$ cat src/design/ftq_pkg.sv
// ----------------------------------------------------------------------------
// ftq_pkg
// Shared types and codes of the filtered track queue: command and filter
// codes, register indexes, payload structs, controller state and the
// command/status bundles between controller and datapath.
// ----------------------------------------------------------------------------
package ftq_pkg;

  // command codes carried in the kind field
  localparam logic [2:0] KIND_PUSH_BACK  = 3'd0;
  localparam logic [2:0] KIND_PUSH_FRONT = 3'd1;
  localparam logic [2:0] KIND_TAKE       = 3'd2;
  localparam logic [2:0] KIND_CLEAR      = 3'd3;
  localparam logic [2:0] KIND_COUNT      = 3'd4;
  localparam logic [2:0] KIND_ADVANCE    = 3'd5;

  // count filter codes
  localparam logic [1:0] FILT_ALL    = 2'd0;
  localparam logic [1:0] FILT_STREAM = 2'd1;
  localparam logic [1:0] FILT_SOUND  = 2'd2;

  // configuration register indexes
  localparam int unsigned CFG_IDX_W  = 1;
  localparam int unsigned CFG_DATA_W = 16;
  localparam logic [CFG_IDX_W-1:0] REG_LOOP_ENABLE  = 1'd0;
  localparam logic [CFG_IDX_W-1:0] REG_REUSE_WINDOW = 1'd1;

  localparam logic [15:0] REUSE_WINDOW_RESET = 16'd500;
  localparam logic [3:0]  COUNT_SAT          = 4'd15;

  typedef struct packed {
    logic [2:0]  kind;
    logic [15:0] track_id;
    logic        track_format;
    logic        speakers_only;
    logic        want_slot;
    logic        requester_is_speaker;
    logic [31:0] now_ms;
    logic [1:0]  count_filter;
  } in_item_t;

  typedef struct packed {
    logic        ok;
    logic [15:0] track_out;
    logic [3:0]  count_out;
  } out_item_t;

  typedef enum logic [6:0] {
    S_IDLE     = 7'b0000001,
    S_EXEC     = 7'b0000010,
    S_SCAN     = 7'b0000100,
    S_SHIFT_RD = 7'b0001000,
    S_SHIFT_WR = 7'b0010000,
    S_COMMIT   = 7'b0100000,
    S_DONE     = 7'b1000000
  } ctrl_state_t;

  typedef struct packed {
    logic load_item;
    logic exec;
    logic scan_run;
    logic shift_wr;
    logic commit;
    logic emit;
  } ftq_cmd_t;

  typedef struct packed {
    logic need_scan;
    logic scan_done;
    logic hit_found;
    logic hit_zero;
    logic shift_last;
    logic out_free;
  } ftq_stat_t;

endpackage

$ cat src/design/ftq_ctrl.sv
// ----------------------------------------------------------------------------
// ftq_ctrl
// Sequencer of the track queue: steps one command at a time through
// execute, entry scan, order-keeping shift, commit and result hand-off.
// ----------------------------------------------------------------------------
module ftq_ctrl (
  input  logic             clk,
  input  logic             rst_n,
  input  logic             in_valid,
  output logic             in_stall,
  input  ftq_pkg::ftq_stat_t stat,
  output ftq_pkg::ftq_cmd_t  cmd
);
  import ftq_pkg::*;

  ctrl_state_t state_r, state_nxt;

  always_ff @(posedge clk) begin
    if (!rst_n) begin
      state_r <= S_IDLE;
    end else begin
      state_r <= state_nxt;
    end
  end

  always_comb begin
    state_nxt = state_r;
    cmd       = '0;
    case (state_r)
      S_IDLE: begin
        if (in_valid) begin
          cmd.load_item = 1'b1;
          state_nxt     = S_EXEC;
        end
      end
      S_EXEC: begin
        cmd.exec  = 1'b1;
        state_nxt = stat.need_scan ? S_SCAN : S_DONE;
      end
      S_SCAN: begin
        cmd.scan_run = 1'b1;
        if (stat.scan_done) begin
          if (!stat.hit_found) begin
            state_nxt = S_DONE;
          end else if (stat.hit_zero) begin
            state_nxt = S_COMMIT;
          end else begin
            state_nxt = S_SHIFT_RD;
          end
        end
      end
      S_SHIFT_RD: begin
        state_nxt = S_SHIFT_WR;
      end
      S_SHIFT_WR: begin
        cmd.shift_wr = 1'b1;
        state_nxt    = stat.shift_last ? S_COMMIT : S_SHIFT_RD;
      end
      S_COMMIT: begin
        cmd.commit = 1'b1;
        state_nxt  = S_DONE;
      end
      S_DONE: begin
        cmd.emit = 1'b1;
        if (stat.out_free) begin
          state_nxt = S_IDLE;
        end
      end
      default: begin
        state_nxt = S_IDLE;
      end
    endcase
  end

  assign in_stall = (state_r != S_IDLE);

endmodule

$ cat src/design/ftq_dpath.sv
// ----------------------------------------------------------------------------
// ftq_dpath
// Datapath of the track queue: entry memory with registered read, ring
// pointers, reuse-window state, scan and shift counters, result and
// output registers, configuration registers.
// ----------------------------------------------------------------------------
module ftq_dpath #(
  parameter int QUEUE_DEPTH    = 8,
  parameter int TRACK_ID_WIDTH = 16
) (
  input  logic                               clk,
  input  logic                               rst_n,
  input  ftq_pkg::in_item_t                  in_data,
  output logic                               out_valid,
  input  logic                               out_stall,
  output ftq_pkg::out_item_t                 out_data,
  input  logic                               cfg_we,
  input  logic [ftq_pkg::CFG_IDX_W-1:0]      cfg_index,
  input  logic [ftq_pkg::CFG_DATA_W-1:0]     cfg_data,
  input  ftq_pkg::ftq_cmd_t                  cmd,
  output ftq_pkg::ftq_stat_t                 stat
);
  import ftq_pkg::*;

  localparam int PW = $clog2(QUEUE_DEPTH);
  localparam int CW = $clog2(QUEUE_DEPTH + 1);
  localparam int SW = CW + 1;
  localparam int EW = TRACK_ID_WIDTH + 2;
  localparam logic [CW-1:0] FULL_CNT = CW'(QUEUE_DEPTH);
  localparam logic [PW-1:0] LAST_POS = PW'(QUEUE_DEPTH - 1);

  // offset from the head, wrapped into the ring
  function automatic logic [PW-1:0] ring_pos(input logic [PW-1:0] base,
                                             input logic [CW-1:0] ofs);
    logic [SW-1:0] sum;
    sum = SW'(base) + SW'(ofs);
    if (sum >= SW'(QUEUE_DEPTH)) begin
      sum = sum - SW'(QUEUE_DEPTH);
    end
    return sum[PW-1:0];
  endfunction

  function automatic logic [3:0] sat_count(input logic [CW-1:0] c);
    logic [7:0] w;
    w = 8'(c);
    return (w > 8'(COUNT_SAT)) ? COUNT_SAT : w[3:0];
  endfunction

  // entry memory: {track, format, speaker mark}
  logic [EW-1:0] mem [QUEUE_DEPTH];
  logic [EW-1:0] rd_data_r;
  logic [PW-1:0] mem_raddr, mem_waddr;
  logic [EW-1:0] mem_wdata;
  logic          mem_we;

  in_item_t                  item_r, item_nxt;
  logic [PW-1:0]             head_r, head_nxt;
  logic [CW-1:0]             fill_r, fill_nxt;
  logic [TRACK_ID_WIDTH-1:0] act_track_r, act_track_nxt;
  logic                      act_valid_r, act_valid_nxt;
  logic                      act_slot_r, act_slot_nxt;
  logic [31:0]               last_time_r, last_time_nxt;
  logic                      armed_r, armed_nxt;
  logic                      loop_r, loop_nxt;
  logic [15:0]               win_r, win_nxt;
  logic [CW-1:0]             scan_idx_r, scan_idx_nxt;
  logic                      pend_r, pend_nxt;
  logic [CW-1:0]             pend_idx_r, pend_idx_nxt;
  logic [CW-1:0]             cnt_r, cnt_nxt;
  logic [CW-1:0]             sh_idx_r, sh_idx_nxt;
  logic [EW-1:0]             hit_entry_r, hit_entry_nxt;
  out_item_t                 res_r, res_nxt;
  out_item_t                 out_data_r, out_data_nxt;
  logic                      out_valid_r, out_valid_nxt;

  logic [31:0]               trk_wide;
  logic [TRACK_ID_WIDTH-1:0] trk_in;
  logic [31:0]               act_wide, hit_wide;
  logic [31:0]               elapsed;
  logic                      reuse_hit, is_take, filt_scan, full, issue;
  logic                      rd_fmt, rd_mark, take_match, want_fmt, scan_done;

  assign trk_wide   = {16'b0, item_r.track_id};
  assign trk_in     = trk_wide[TRACK_ID_WIDTH-1:0];
  assign act_wide   = 32'(act_track_r);
  assign hit_wide   = 32'(hit_entry_r[EW-1:2]);
  assign elapsed    = item_r.now_ms - last_time_r;
  assign reuse_hit  = armed_r && act_valid_r && (act_slot_r == item_r.want_slot) &&
                      (elapsed < {16'b0, win_r});
  assign is_take    = (item_r.kind == KIND_TAKE);
  assign filt_scan  = (item_r.count_filter == FILT_STREAM) ||
                      (item_r.count_filter == FILT_SOUND);
  assign full       = (fill_r == FULL_CNT);
  assign issue      = (scan_idx_r < fill_r);
  assign rd_fmt     = rd_data_r[1];
  assign rd_mark    = rd_data_r[0];
  assign want_fmt   = (item_r.count_filter == FILT_STREAM);
  assign take_match = (rd_fmt == item_r.want_slot) &&
                      !(rd_mark && !item_r.requester_is_speaker);
  assign scan_done  = (!pend_r && !issue) || (is_take && pend_r && take_match);

  assign stat.need_scan  = (is_take && !reuse_hit) ||
                           ((item_r.kind == KIND_COUNT) && filt_scan);
  assign stat.scan_done  = scan_done;
  assign stat.hit_found  = is_take && pend_r && take_match;
  assign stat.hit_zero   = (pend_idx_r == '0);
  assign stat.shift_last = (sh_idx_r == CW'(1));
  assign stat.out_free   = !out_valid_r || !out_stall;

  assign out_valid = out_valid_r;
  assign out_data  = out_data_r;

  always_comb begin
    item_nxt      = item_r;
    head_nxt      = head_r;
    fill_nxt      = fill_r;
    act_track_nxt = act_track_r;
    act_valid_nxt = act_valid_r;
    act_slot_nxt  = act_slot_r;
    last_time_nxt = last_time_r;
    armed_nxt     = armed_r;
    loop_nxt      = loop_r;
    win_nxt       = win_r;
    scan_idx_nxt  = scan_idx_r;
    pend_nxt      = pend_r;
    pend_idx_nxt  = pend_idx_r;
    cnt_nxt       = cnt_r;
    sh_idx_nxt    = sh_idx_r;
    hit_entry_nxt = hit_entry_r;
    res_nxt       = res_r;
    out_data_nxt  = out_data_r;
    out_valid_nxt = out_valid_r && out_stall;
    mem_we        = 1'b0;
    mem_waddr     = ring_pos(head_r, fill_r);
    mem_wdata     = {trk_in, item_r.track_format, item_r.speakers_only};
    mem_raddr     = cmd.scan_run ? ring_pos(head_r, scan_idx_r)
                                 : ring_pos(head_r, sh_idx_r - CW'(1));

    if (cfg_we) begin
      case (cfg_index)
        REG_LOOP_ENABLE:  loop_nxt = cfg_data[0];
        REG_REUSE_WINDOW: win_nxt  = cfg_data;
        default: ;
      endcase
    end

    if (cmd.load_item) begin
      item_nxt = in_data;
    end

    if (cmd.exec) begin
      res_nxt.ok        = 1'b1;
      res_nxt.track_out = '0;
      res_nxt.count_out = '0;
      scan_idx_nxt      = '0;
      pend_nxt          = 1'b0;
      cnt_nxt           = '0;
      case (item_r.kind)
        KIND_PUSH_BACK: begin
          res_nxt.ok = !full;
          if (!full) begin
            mem_we   = 1'b1;
            fill_nxt = fill_r + CW'(1);
          end
        end
        KIND_PUSH_FRONT: begin
          head_nxt  = (head_r == '0) ? LAST_POS : head_r - PW'(1);
          mem_we    = 1'b1;
          mem_waddr = head_nxt;
          if (!full) begin
            fill_nxt = fill_r + CW'(1);
          end
          armed_nxt = 1'b0;
        end
        KIND_TAKE: begin
          if (reuse_hit) begin
            res_nxt.track_out = act_wide[15:0];
          end
        end
        KIND_CLEAR: begin
          res_nxt.count_out = sat_count(fill_r);
          head_nxt          = '0;
          fill_nxt          = '0;
        end
        KIND_COUNT: begin
          if (!filt_scan) begin
            res_nxt.count_out = sat_count(fill_r);
          end
        end
        KIND_ADVANCE: begin
          armed_nxt     = 1'b0;
          act_valid_nxt = 1'b0;
        end
        default: ;
      endcase
    end

    if (cmd.scan_run) begin
      if (issue) begin
        scan_idx_nxt = scan_idx_r + CW'(1);
        pend_nxt     = 1'b1;
        pend_idx_nxt = scan_idx_r;
      end else begin
        pend_nxt = 1'b0;
      end
      if (pend_r && !is_take && (rd_fmt == want_fmt)) begin
        cnt_nxt = cnt_r + CW'(1);
      end
      if (scan_done) begin
        if (is_take) begin
          if (pend_r && take_match) begin
            hit_entry_nxt = rd_data_r;
            sh_idx_nxt    = pend_idx_r;
          end else begin
            res_nxt.ok = 1'b0;
          end
        end else begin
          res_nxt.count_out = sat_count(cnt_r);
        end
      end
    end

    // move the earlier entry one place toward the taken one
    if (cmd.shift_wr) begin
      mem_we     = 1'b1;
      mem_waddr  = ring_pos(head_r, sh_idx_r);
      mem_wdata  = rd_data_r;
      sh_idx_nxt = sh_idx_r - CW'(1);
    end

    if (cmd.commit) begin
      head_nxt = (head_r == LAST_POS) ? '0 : head_r + PW'(1);
      if (loop_r) begin
        // the taken entry is written back as the new tail
        mem_we    = 1'b1;
        mem_waddr = ring_pos(head_r, fill_r);
        mem_wdata = hit_entry_r;
      end else begin
        fill_nxt = fill_r - CW'(1);
      end
      act_track_nxt     = hit_entry_r[EW-1:2];
      act_valid_nxt     = 1'b1;
      act_slot_nxt      = item_r.want_slot;
      last_time_nxt     = item_r.now_ms;
      armed_nxt         = 1'b1;
      res_nxt.ok        = 1'b1;
      res_nxt.track_out = hit_wide[15:0];
      res_nxt.count_out = '0;
    end

    if (cmd.emit && stat.out_free) begin
      out_data_nxt  = res_r;
      out_valid_nxt = 1'b1;
    end
  end

  always_ff @(posedge clk) begin
    if (mem_we) begin
      mem[mem_waddr] <= mem_wdata;
    end
    rd_data_r <= mem[mem_raddr];
  end

  always_ff @(posedge clk) begin
    if (!rst_n) begin
      head_r      <= '0;
      fill_r      <= '0;
      act_track_r <= '0;
      act_valid_r <= 1'b0;
      act_slot_r  <= 1'b0;
      last_time_r <= '0;
      armed_r     <= 1'b0;
      loop_r      <= 1'b0;
      win_r       <= REUSE_WINDOW_RESET;
      scan_idx_r  <= '0;
      pend_r      <= 1'b0;
      pend_idx_r  <= '0;
      cnt_r       <= '0;
      sh_idx_r    <= '0;
      out_valid_r <= 1'b0;
    end else begin
      head_r      <= head_nxt;
      fill_r      <= fill_nxt;
      act_track_r <= act_track_nxt;
      act_valid_r <= act_valid_nxt;
      act_slot_r  <= act_slot_nxt;
      last_time_r <= last_time_nxt;
      armed_r     <= armed_nxt;
      loop_r      <= loop_nxt;
      win_r       <= win_nxt;
      scan_idx_r  <= scan_idx_nxt;
      pend_r      <= pend_nxt;
      pend_idx_r  <= pend_idx_nxt;
      cnt_r       <= cnt_nxt;
      sh_idx_r    <= sh_idx_nxt;
      out_valid_r <= out_valid_nxt;
    end
  end

  always_ff @(posedge clk) begin
    item_r      <= item_nxt;
    hit_entry_r <= hit_entry_nxt;
    res_r       <= res_nxt;
    out_data_r  <= out_data_nxt;
  end

endmodule

$ cat src/design/filtered_track_queue.sv
// ----------------------------------------------------------------------------
// filtered_track_queue
// Ring queue of track handles with format tags and speaker marks; push,
// filtered take with reuse window and loop mode, clear, count, advance.
// ----------------------------------------------------------------------------
// flow: push, clear, unfiltered count, advance and a reuse take go from execute
//   straight to the result; a filtered count and a take miss scan every entry; a
//   take hitting entry h scans up to h, shifts the entries before it, then commits
// pacing: one command in work at a time, set by the scan and the shift loop over
//   the single-read entry memory (one entry a cycle scanned, each shifted entry
//   read and then written), plus the time a stalled result holds
// reset: synchronous active-low rst_n empties the queue; entry memory has
//   no clearing pass, reuse window resets to 500 ms, loop off
module filtered_track_queue #(
  parameter int QUEUE_DEPTH    = 8,
  parameter int TRACK_ID_WIDTH = 16
) (
  input  logic                           clk,
  input  logic                           rst_n,
  // command channel
  input  logic                           in_valid,
  output logic                           in_stall,
  input  ftq_pkg::in_item_t              in_data,
  // result channel
  output logic                           out_valid,
  input  logic                           out_stall,
  output ftq_pkg::out_item_t             out_data,
  // register writes, to be taken only while idle: the user must keep to it, the block does not enforce it
  input  logic                           cfg_we,
  input  logic [ftq_pkg::CFG_IDX_W-1:0]  cfg_index,
  input  logic [ftq_pkg::CFG_DATA_W-1:0] cfg_data
);
  import ftq_pkg::*;

  // controller commands and datapath status
  ftq_cmd_t  cmd;
  ftq_stat_t stat;

  // one transaction at a time; the output register frees the result
  // side so a new command is taken while a result waits
  ftq_ctrl u_ctrl (
    .clk      (clk),
    .rst_n    (rst_n),
    .in_valid (in_valid),
    .in_stall (in_stall),
    .stat     (stat),
    .cmd      (cmd)
  );

  // entry memory, ring pointers, reuse window and result registers
  ftq_dpath #(
    .QUEUE_DEPTH    (QUEUE_DEPTH),
    .TRACK_ID_WIDTH (TRACK_ID_WIDTH)
  ) u_dpath (
    .clk       (clk),
    .rst_n     (rst_n),
    .in_data   (in_data),
    .out_valid (out_valid),
    .out_stall (out_stall),
    .out_data  (out_data),
    .cfg_we    (cfg_we),
    .cfg_index (cfg_index),
    .cfg_data  (cfg_data),
    .cmd       (cmd),
    .stat      (stat)
  );

endmodule

$ cat config.mk
export PLATFORM = sky130hd
export DESIGN_NAME = filtered_track_queue
export DESIGN_NICKNAME = d
export VERILOG_FILES = /design/src/design/ftq_pkg.sv /design/src/design/ftq_ctrl.sv /design/src/design/ftq_dpath.sv /design/src/design/filtered_track_queue.sv
export SDC_FILE = /design/constraint.sdc
export NUM_CORES = 1
export LEC_CHECK = 0
export ABC_AREA = 1
export BUFFER_PORTS_ARGS = -buffer_cell sky130_fd_sc_hd__buf_2
export CAP_MARGIN = 20
export CORE_MARGIN = 5
export CORE_UTILIZATION = 30
export CTS_CLUSTER_DIAMETER = 50
export DETAILED_ROUTE_END_ITERATION = 12
export SYNTH_ARGS = -nofsm -noshare
export SYNTH_HDL_FRONTEND = slang
export SYNTH_SLANG_ARGS = --single-unit
$ cat constraint.sdc
create_clock -name clk -period 5.8 [get_ports clk]
set_input_delay 0.58 -clock clk [delete_from_list [all_inputs] [get_ports clk]]
set_output_delay 0.58 -clock clk [all_outputs]
set_load 0.01 [all_outputs]
# == Word-level counts from Yosys, hierarchy flattened ==
# Memory sizes are Yosys's and may differ from the RTL's. A register that Yosys moved wholly into a read port is not among the register bits.
# Cells that the tools add are included.
# totals
register_bits,217
ram_bits,144
inputBits,79
output_inout_bits,23
wordCells,211
n_memories,1
# op_classes
add_sub_neg,16
magnitude_cmp,6
n_eq_ne,24
n_mux,81
bitwise,1
n_reduce_logical,51
# mem_list
memory,depth,word_bits,read_ports,rd_ports_with_merged_regs,write_ports,line_no,rtl
u_dpath.mem,8,18,1,1,1,ftq_dpath.sv:50,logic [EW-1:0] mem [QUEUE_DEPTH];
# op_table
operator,count
4-bit 2-to-1 mux,19
18-bit 2-to-1 mux,3
7-bit case mux with 7 select lines,1
3-bit 2-to-1 mux,14
7-bit 2-to-1 mux,5
32-bit by 16-bit < comparator with 1-bit output,1
16-bit 2-to-1 mux,2
32-bit subtractor,1
1-bit 2-to-1 mux,29
21-bit 2-to-1 mux,1
3-bit by 4-bit adder with 5-bit output,4
"5-bit by 4-bit >= comparator with 1-bit output, second input constant",4
20-bit 2-to-1 mux,1
4-bit case mux with 2 select lines,2
2-bit nonzero test,8
1-bit logical AND,15
"3-bit by 1-bit subtractor with 3-bit output, second input constant",5
"4-bit by 1-bit adder with 4-bit output, second input constant",3
6-bit 2-to-1 mux,2
2-bit AND reduction,6
"3-bit equality test, second input constant",3
1-bit logical NOT,9
4-bit AND reduction,2
"4-bit by 1-bit subtractor with 4-bit output, second input constant",2
28 further kinds,37

# == Longest topological paths before layout ==
# Gate-level depths: netlist of run 1.
# depth
word_depth,10
depth_mapped,25
ltp_nobuf,25

# == Hierarchy ==
# From an unflattened synthesis of run 1, not the netlist that was laid out.
# hier_totals
hier_cells,1967
area_unflattened_um2,18056.1
# modules_own_cells
mod,n_inst,cells_each,area_each_um2,seq_area_each_um2
ftq_dpath,1,1879,17480.5,10009.6
ftq_ctrl,1,88,575.6,140.1

# == Worst setup path after synthesis of run 1 ==
# OpenSTA, ideal clock, no wires.
# synth_path
path_kind,flip-flop to flip-flop
start,register u_ctrl.state_r[4]
end,"register u_dpath.item_r[0] in the netlist's numbering, enable pin"
setup_ps,472
t_arrival_ps,3356
required_ps,5328
slack_ps,1971
stages_incl_launch_ff,6
n_path_buf,0
cell_sequence,dfxtp_1 -> nor2_1 -> nand2_1 -> inv_1 -> nand4_1 -> nor2_1
# synth_rtl
item,line_no,rtl
"start, declared",ftq_ctrl.sv:16,"ctrl_state_t state_r, state_nxt;"
"start signal, assigned",ftq_ctrl.sv:22,state_r <= state_nxt;
"end signal, assigned",ftq_dpath.sv:301,item_r <= item_nxt;
"end, declared",ftq_dpath.sv:56,"in_item_t item_r, item_nxt;"

# == Worst setup path in the final report of run 1 ==
# layout_path
start,register u_ctrl.state_r[5]
end,register u_dpath.rd_data_r[9] (read register of u_dpath.mem)
# layout_via
elab_chain_cells,3
# layout_lines
item,line_no,rtl
7-bit by 3-bit equality test with 1-bit output,ftq_ctrl.sv:29,case (state_r)
1-bit 2-to-1 mux,ftq_ctrl.sv:29,
3-bit 2-to-1 mux,ftq_dpath.sv:136,"mem_raddr = cmd.scan_run ? ring_pos(head_r, scan_idx_r)"
"end, declared",ftq_dpath.sv:51,logic [EW-1:0] rd_data_r;
# Every way passes these cells.
# A chain may end at the register's enable or synchronous reset.

==> results.json, run 1 <==
{
  "drt_iter0_drc": 807,
  "slowest_delay_ns": 0.47,
  "cts_max_path_buffers": 3,
  "synth_area_leaders": "edfxtp_1, dfxtp_1, nand2_1",
  "grt_pass1_vias": 12900,
  "track_usage_pct": 13.9,
  "drc": 0,
  "fp.dieW_um": 252,
  "netlist_instances": 1817,
  "synth_ff_type": "edfxtp_1",
  "vias": 12900,
  "p_leak_nw": 8.12,
  "io_pins": 102,
  "postSynth.asyncResetShare_pct": 0,
  "coreArea_um2": 57800,
  "fin_worst_skew_ns": 0.0286,
  "cp_slowest_cell": "fa_1",
  "finalNetCount": 2078,
  "max_cap_viol_count": 0,
  "worstMarginPinSlew_ns": 1.06,
  "synth_area_per_cell_um2": 9.64,
  "drt-total-wl_mm": 44.7,
  "max_freq_mhz": 272,
  "synth-edff-count": 256,
  "grt_pass1_wl_mm": 70.8,
  "crit_path_end_kind": "flop",
  "synth_top_area_cell": "edfxtp_1",
  "clock_sinks": 379,
  "syn_area_um2": 17500,
  "clock_latency_ns": 0.60,
  "slew_headroom_pct": 29.5,
  "yosysTopAreaCellShare_pct": 43.9,
  "seq_area_frac_synth_pct": 57.9,
  "finalHoldViolations": 0,
  "worstPathMaxFanout": 37,
  "cts_tree": "done",
  "peakVddDrop_uv": 221,
  "diodes": 0,
  "final_common_cell": "nand2_1",
  "cts_hold_buf": 0,
  "period_share_pct": 63.4,
  "h-tree-depth": 2,
  "status": "complete, no violations",
  "hpwlAfterDp_mm": 30.6,
  "powerDensity_nw_per_um2": 311,
  "cts_made_buffers": 48,
  "setup_slack_ns": 2.12,
  "wl_per_cell_um": 16.3,
  "hold_class": "input port to flop",
  "cp_top_family": "buffers and inverters",
  "setup.worst_path.class": "flop to flop",
  "critPathLaunchType": "flop",
  "drive_above_1_share_pct": 14.1,
  "cp_data_required_time_ns": 6.28,
  "place_worst_setup_slack_ns": 2.10,
  "fin_crit_ns": 3.68,
  "start_util_pct": 30.3,
  "rsz0062_at_grt": "no",
  "crit_arrival_ns": 4.16,
  "drv_slew": 0,
  "cts_setup_buffers": 0,
  "cts.repair.resized": 0,
  "worstPathCellList": "nor2_1, nand2_1, nor4_4, nand2_1, o21ai_0, ha_2, inv_1, fa_1, buf_4, inv_1, buf_16, o21ai_0, o22ai_1, mux2_4",
  "ys_warn_count": 0,
  "syn-num-nets": 1963,
  "numPortBuffers": 101,
  "die_h_um": 252,
  "cts.reportedPaths.clkPinSlew_ns": 0.06,
  "gp_congestion": 0.922,
  "path_buf_inv": 4,
  "synth-seq-cells": 379,
  "die_area_um2": 63300,
  "finalSetupTns_ns": 0,
  "num_rows": 88,
  "root_buffer": "clkbuf_16",
  "routed_via_density": 4.72,
  "grt_max_degree": 88,
  "ant_nets": 0,
  "ys_types": 54,
  "drt-pass1-iter-count": 5,
  "globalRouteOverflowTotal": 0,
  "finalSetupViolCount": 0,
  "layout_common_cells": "nand2_1, edfxtp_1, inv_1, nor2_1, o21ai_0",
  "antenna_found_initial": 1,
  "syn2layout_area_growth_pct": 17.5
}
==> cell families (layout without fill, tap and decap cells) <==
family          count (synthesis)  count (layout)  share of synthesized area (%)
compound gates                362             362                           11.9
fa+ha+maj                      67              67                           4.96
mux                            18              18                           1.37
buf+inv                       292             447                           6.35
flops                         379             379                           57.9
simple gates                  670             670                           15.9
xor+xnor                       29              29                           1.56
==> metrics by stage <==
stage | utilization [%] | total power [W] | hold WS [ns] | instance area (µm²) | instances
2_1_floorplan | - | 0.00337 | 0.400 | 17500 | 1817
3_3_place_gp | 32.7 | 0.00353 | 0.402 | 18900 | 2644
3_5_place_dp | 32.9 | 0.00354 | 0.406 | 19000 | 2647
4_1_cts | 35.6 | 0.00650 | 0.121 | 20600 | 2737
5_1_grt | 35.6 | 0.00668 | 0.128 | 20600 | 2737
6_report | 35.6 | 0.00641 | 0.160 | 20600 | 2737
==> sequential cells by signal (all words and copies together) (netlist names), 7 cells and up <==
signal               flops
u_dpath.mem            144
u_dpath.item_r          41
u_dpath.last_time_r     32
u_dpath.out_data        21
u_dpath.res_r           21
u_dpath.hit_entry_r     18
u_dpath.rd_data_r       18
u_dpath.act_track_r     16
u_dpath.trk_in          16
u_dpath.win_r           16
u_ctrl.state_r           7
==> cell usage after synthesis, types with 13 or more instances <==
| library cell | instances |
|---|---|
| o22ai_1 | 36 |
| a31oi_1 | 28 |
| nand3_1 | 46 |
| nand4_1 | 14 |
| inv_1 | 217 |
| ha_1 | 63 |
| nand2_2 | 13 |
| o211ai_1 | 14 |
| clkbuf_1 | 52 |
| edfxtp_1 | 256 |
| nor3_1 | 15 |
| dfxtp_1 | 123 |
| nor2_1 | 183 |
| nand2_1 | 371 |
| o21ai_0 | 140 |
| a21oi_1 | 107 |
| xor2_1 | 24 |
==> per-layer routing <==
| layer | vias up | routed length [µm] | GRT usage [%] |
|---|---|---|---|
| met5 | - | 0 | 0 |
| met3 | 71 | 2150 | 2.23 |
| met1 | 6150 | 19700 | 18.1 |
| li1 | 6399 | - | - |
| met4 | 0 | 1160 | 4.33 |
| met2 | 285 | 21700 | 23.8 |
==> area by class of cell <==
| type | count | area (µm²) |
|---|---|---|
| Clock buffer | 63 | 1280 |
| Timing Repair Buffer | 126 | 746 |
| Inverter | 231 | 867 |
| Tap cell | 765 | 957 |
| Fill cell | 5774 | 37200 |
| Multi-Input combinational cell | 1146 | 6280 |
| Sequential cell | 379 | 10100 |
| Clock inverter | 27 | 309 |
==> path summary, 6_finish.rpt <==
check | slack [ns] | endpoint | startpoint | depth (start not counted)
worst min register to register | 0.40 | u_dpath.out_data[7] | u_dpath.res_r[7] | 0
worst min-delay path | 0.16 | u_dpath.trk_in[10] | in_data[48] | 1
worst max register to register | 2.12 | u_dpath.rd_data_r[9] | u_ctrl.state_r[5] | 14
worst max-delay path | 2.12 | u_dpath.rd_data_r[9] | u_ctrl.state_r[5] | 14
==> power breakdown <==
group	leakage (nW)	switching (W)	internal, W	total [W]
logic	3.99	0.000321	0.000171	0.000492
registers	3.35	0.0000319	0.00296	0.00299
clock network	0.776	0.00120	0.00172	0.00293
total	8.12	0.00156	0.00485	0.00641
Power figures use the tool's default switching activity.
==> inputs of run 2 (changes only) <==
Settings changed: ABC_AREA 1 to 0.
Clock period 5.8 ns to 3.5 ns, I/O delays scaled along.
==> results.json, run 2 <==
{
  "status": "complete, but fails checks",
  "violations": "setup timing",
  "hold_depth": 3,
  "synth-seq-cells": 379,
  "grt_pass1_vias": 12900,
  "cts.reportedPaths.clkPinSlew_ns": 0.06,
  "vias": 12700,
  "synthAdderAreaFrac_pct": 5.04,
  "cts_tree": "done",
  "grt_pass1_wl_mm": 73.2,
  "cp_slowest_cell": "edfxtp_1",
  "synth_top_area_cell": "edfxtp_1",
  "cts_made_buffers": 49,
  "synth_compound_area_share_pct": 11.9,
  "critPathLaunchType": "flop",
  "period_share_pct": 131,
  "h-tree-depth": 2,
  "die_h_um": 250,
  "peakVddDrop_uv": 334,
  "drt-pass1-iter-count": 5,
  "drt-total-wl_mm": 46.6,
  "yosys.area_share.simple_pct": 12.3,
  "globalRouteOverflowTotal": 0,
  "fin_cells": 2594,
  "yosysMostFrequentCell": "edfxtp_1",
  "fin_area_um2": 22300,
  "synth_mux_area_share_pct": 6.42,
  "fin_worst_skew_ns": 0.0273,
  "grt_max_degree": 59,
  "rr_worst_depth": 21,
  "num_rows": 87,
  "max_cap_viol_count": 0,
  "synth-edff-count": 256,
  "diodes": 0,
  "ys_warn_count": 0,
  "drive_above_1_share_pct": 24.3,
  "p_leak_nw": 8.16,
  "largest_reg_flops": 144,
  "slowest_delay_ns": 0.43,
  "clock_latency_ns": 0.59,
  "seq_area_frac_synth_pct": 59.0,
  "drc": 0,
  "slew_headroom_pct": 40.7,
  "regMostFlops": "u_dpath.mem",
  "yosysTopAreaCellShare_pct": 44.7,
  "fin_crit_ns": 4.57,
  "ys_types": 79,
  "drv_slew": 0,
  "syn_area_um2": 17200,
  "synth_ff_type": "edfxtp_1",
  "cp_data_required_time_ns": 3.98,
  "netlist_instances": 1489,
  "synth_area_leaders": "edfxtp_1, dfxtp_1, nand2_1",
  "wl_per_cell_um": 18.0,
  "max_freq_mhz": 219,
  "finalSetupViolCount": 18,
  "syn2layout_area_growth_pct": 29.4,
  "die_area_um2": 62300,
  "final_common_cell": "edfxtp_1",
  "hold_class": "input port to flop",
  "gp_congestion": 0.881,
  "crit_path_end_kind": "flop",
  "setup_slack_ns": -1.07,
  "critical_path_depth": 21,
  "synth_area_per_cell_um2": 11.6,
  "powerDensity_nw_per_um2": 483,
  "io_pins": 102,
  "worstMarginPinSlew_ns": 0.888,
  "worstPathCellList": "ha_4, and2_4, a221o_1, or2_4, a21oi_4, o21ai_4, a31oi_4, buf_4, buf_4, buf_4, xnor2_1, ha_1, nand4_1, nor2_1, and4_1, a2111oi_1, o2111ai_2, nor4_2, buf_4, a31oi_4, a31o_1",
  "synth_common_cells": "edfxtp_1, nand2_1, a21oi_1, dfxtp_1, nor2_1",
  "rsz0062_at_grt": "yes",
  "reg_top3": "u_dpath.mem x144, u_dpath.item_r x41, u_dpath.last_time_r x32",
  "layout_common_cells": "edfxtp_1, nand2_1, buf_4, a21oi_1, dfxtp_1",
  "root_buffer": "clkbuf_16",
  "synth_top_family_by_area": "simple AND/OR/NAND/NOR gates",
  "worstPathMaxFanout": 3,
  "routed_via_density": 4.89,
  "setup.worst_path.class": "flop to flop",
  "cts_max_path_buffers": 3,
  "ant_nets": 0,
  "synthXorXnorAreaFrac_pct": 1.72,
  "numPortBuffers": 101,
  "cp_top_family": "compound AO/OA/AOI/OAI gates",
  "antenna_found_initial": 0,
  "drt_iter0_drc": 744,
  "dpl-instance-area_um2": 19700,
  "syn-num-nets": 1635,
  "power.total_w": 0.0108,
  "dp_cells": 2418,
  "hpwlAfterDp_mm": 31.9,
  "postSynth.asyncResetShare_pct": 0,
  "path_buf_inv": 4,
  "coreArea_um2": 56600,
  "fillers": 5382,
  "finalNetCount": 1945,
  "track_usage_pct": 14.7,
  "start_util_pct": 30.4,
  "finalHoldViolations": 0,
  "crit_top_cell": "buf_4",
  "fp.dieW_um": 250,
  "crit_arrival_ns": 5.05,
  "clock_sinks": 379
}
## run 2: path summary, 6_finish.rpt
check,startpoint,endpoint,slack [ns]
max,u_dpath.item_r[5],u_ctrl.state_r[2],-1.07
min,cfg_data[11],u_dpath.win_r[11],0.04
max reg2reg,u_dpath.item_r[5],u_ctrl.state_r[2],-1.07
min reg2reg,u_dpath.res_r[4],u_dpath.out_data[4],0.40
## run 2: power by group
group | switching (W) | internal [W] | leakage, nW
registers | 0.0000494 | 0.00487 | 3.35
clock network | 0.00198 | 0.00294 | 0.778
logic | 0.000489 | 0.000428 | 4.02
## run 2: area by class of cell
class	instances	area (µm²)	area share [%]
clock buffer	67	1330	5.98
timing repair buffer	329	2540	11.4
tap	756	946	4.24
clock inverter	23	283	1.27
inverter	90	338	1.52
sequential	379	10100	45.5
multi-input combinational	950	6700	30.0
## run 2: logic make-up after synthesis
kind of cell	count (synthesis)
flops	379
xor+xnor	33
simple gates	466
fa+ha+maj	67
buf+inv	160
mux	63
compound gates	321
## run 2: worst reg2reg max path: cells and delay by family (launching register included)
| kind | cells | cell delay, ns |
|---|---|---|
| adder cells (fa/ha/maj) | 2 | 0.53 |
| flip-flops | 1 | 0.43 |
| XOR/XNOR | 1 | 0.12 |
| AO/OA/AOI/OAI | 8 | 1.75 |
| AND/OR/NAND/NOR | 6 | 1.16 |
| buffers and inverters | 4 | 0.52 |
## run 2: layer usage
layer  wire (µm)  part of all wire (%)  global-route usage, %  vias up
met1       20000                    43                   18.1     6238
li1            -                     -                      -     6092
met2       23400                    50                   26.3      296
met5           0                     0                      0        -
met3        2130                   4.6                   2.84       70
met4        1050                   2.3                   3.89        0
## run 2: metrics by stage
stage          setup WS [ns]  util [%]  hold WS [ns]  setup TNS (ns)
2_1_floorplan         -0.834         -         0.400          -13.91
3_3_place_gp           -1.17      34.7         0.400          -19.68
3_5_place_dp           -1.31      34.7         0.405          -22.02
4_1_cts                -1.09      39.1      0.000288          -17.50
5_1_grt                -1.25      39.4        0.0322          -19.87
6_report               -1.07      39.4        0.0403          -16.13
## run 2: timing repair
| action | in CTS | in global routing |
|---|---|---|
| resized for setup | 25 | 8 |
| setup buffers | 7 | 7 |
| pin swaps | 9 | 6 |
| cloned | 1 | 1 |
| endpoints found under the setup margin | 36 | 36 |
| hold buffers | 69 | 0 |
| hold endpoints to repair | 69 | 0 |
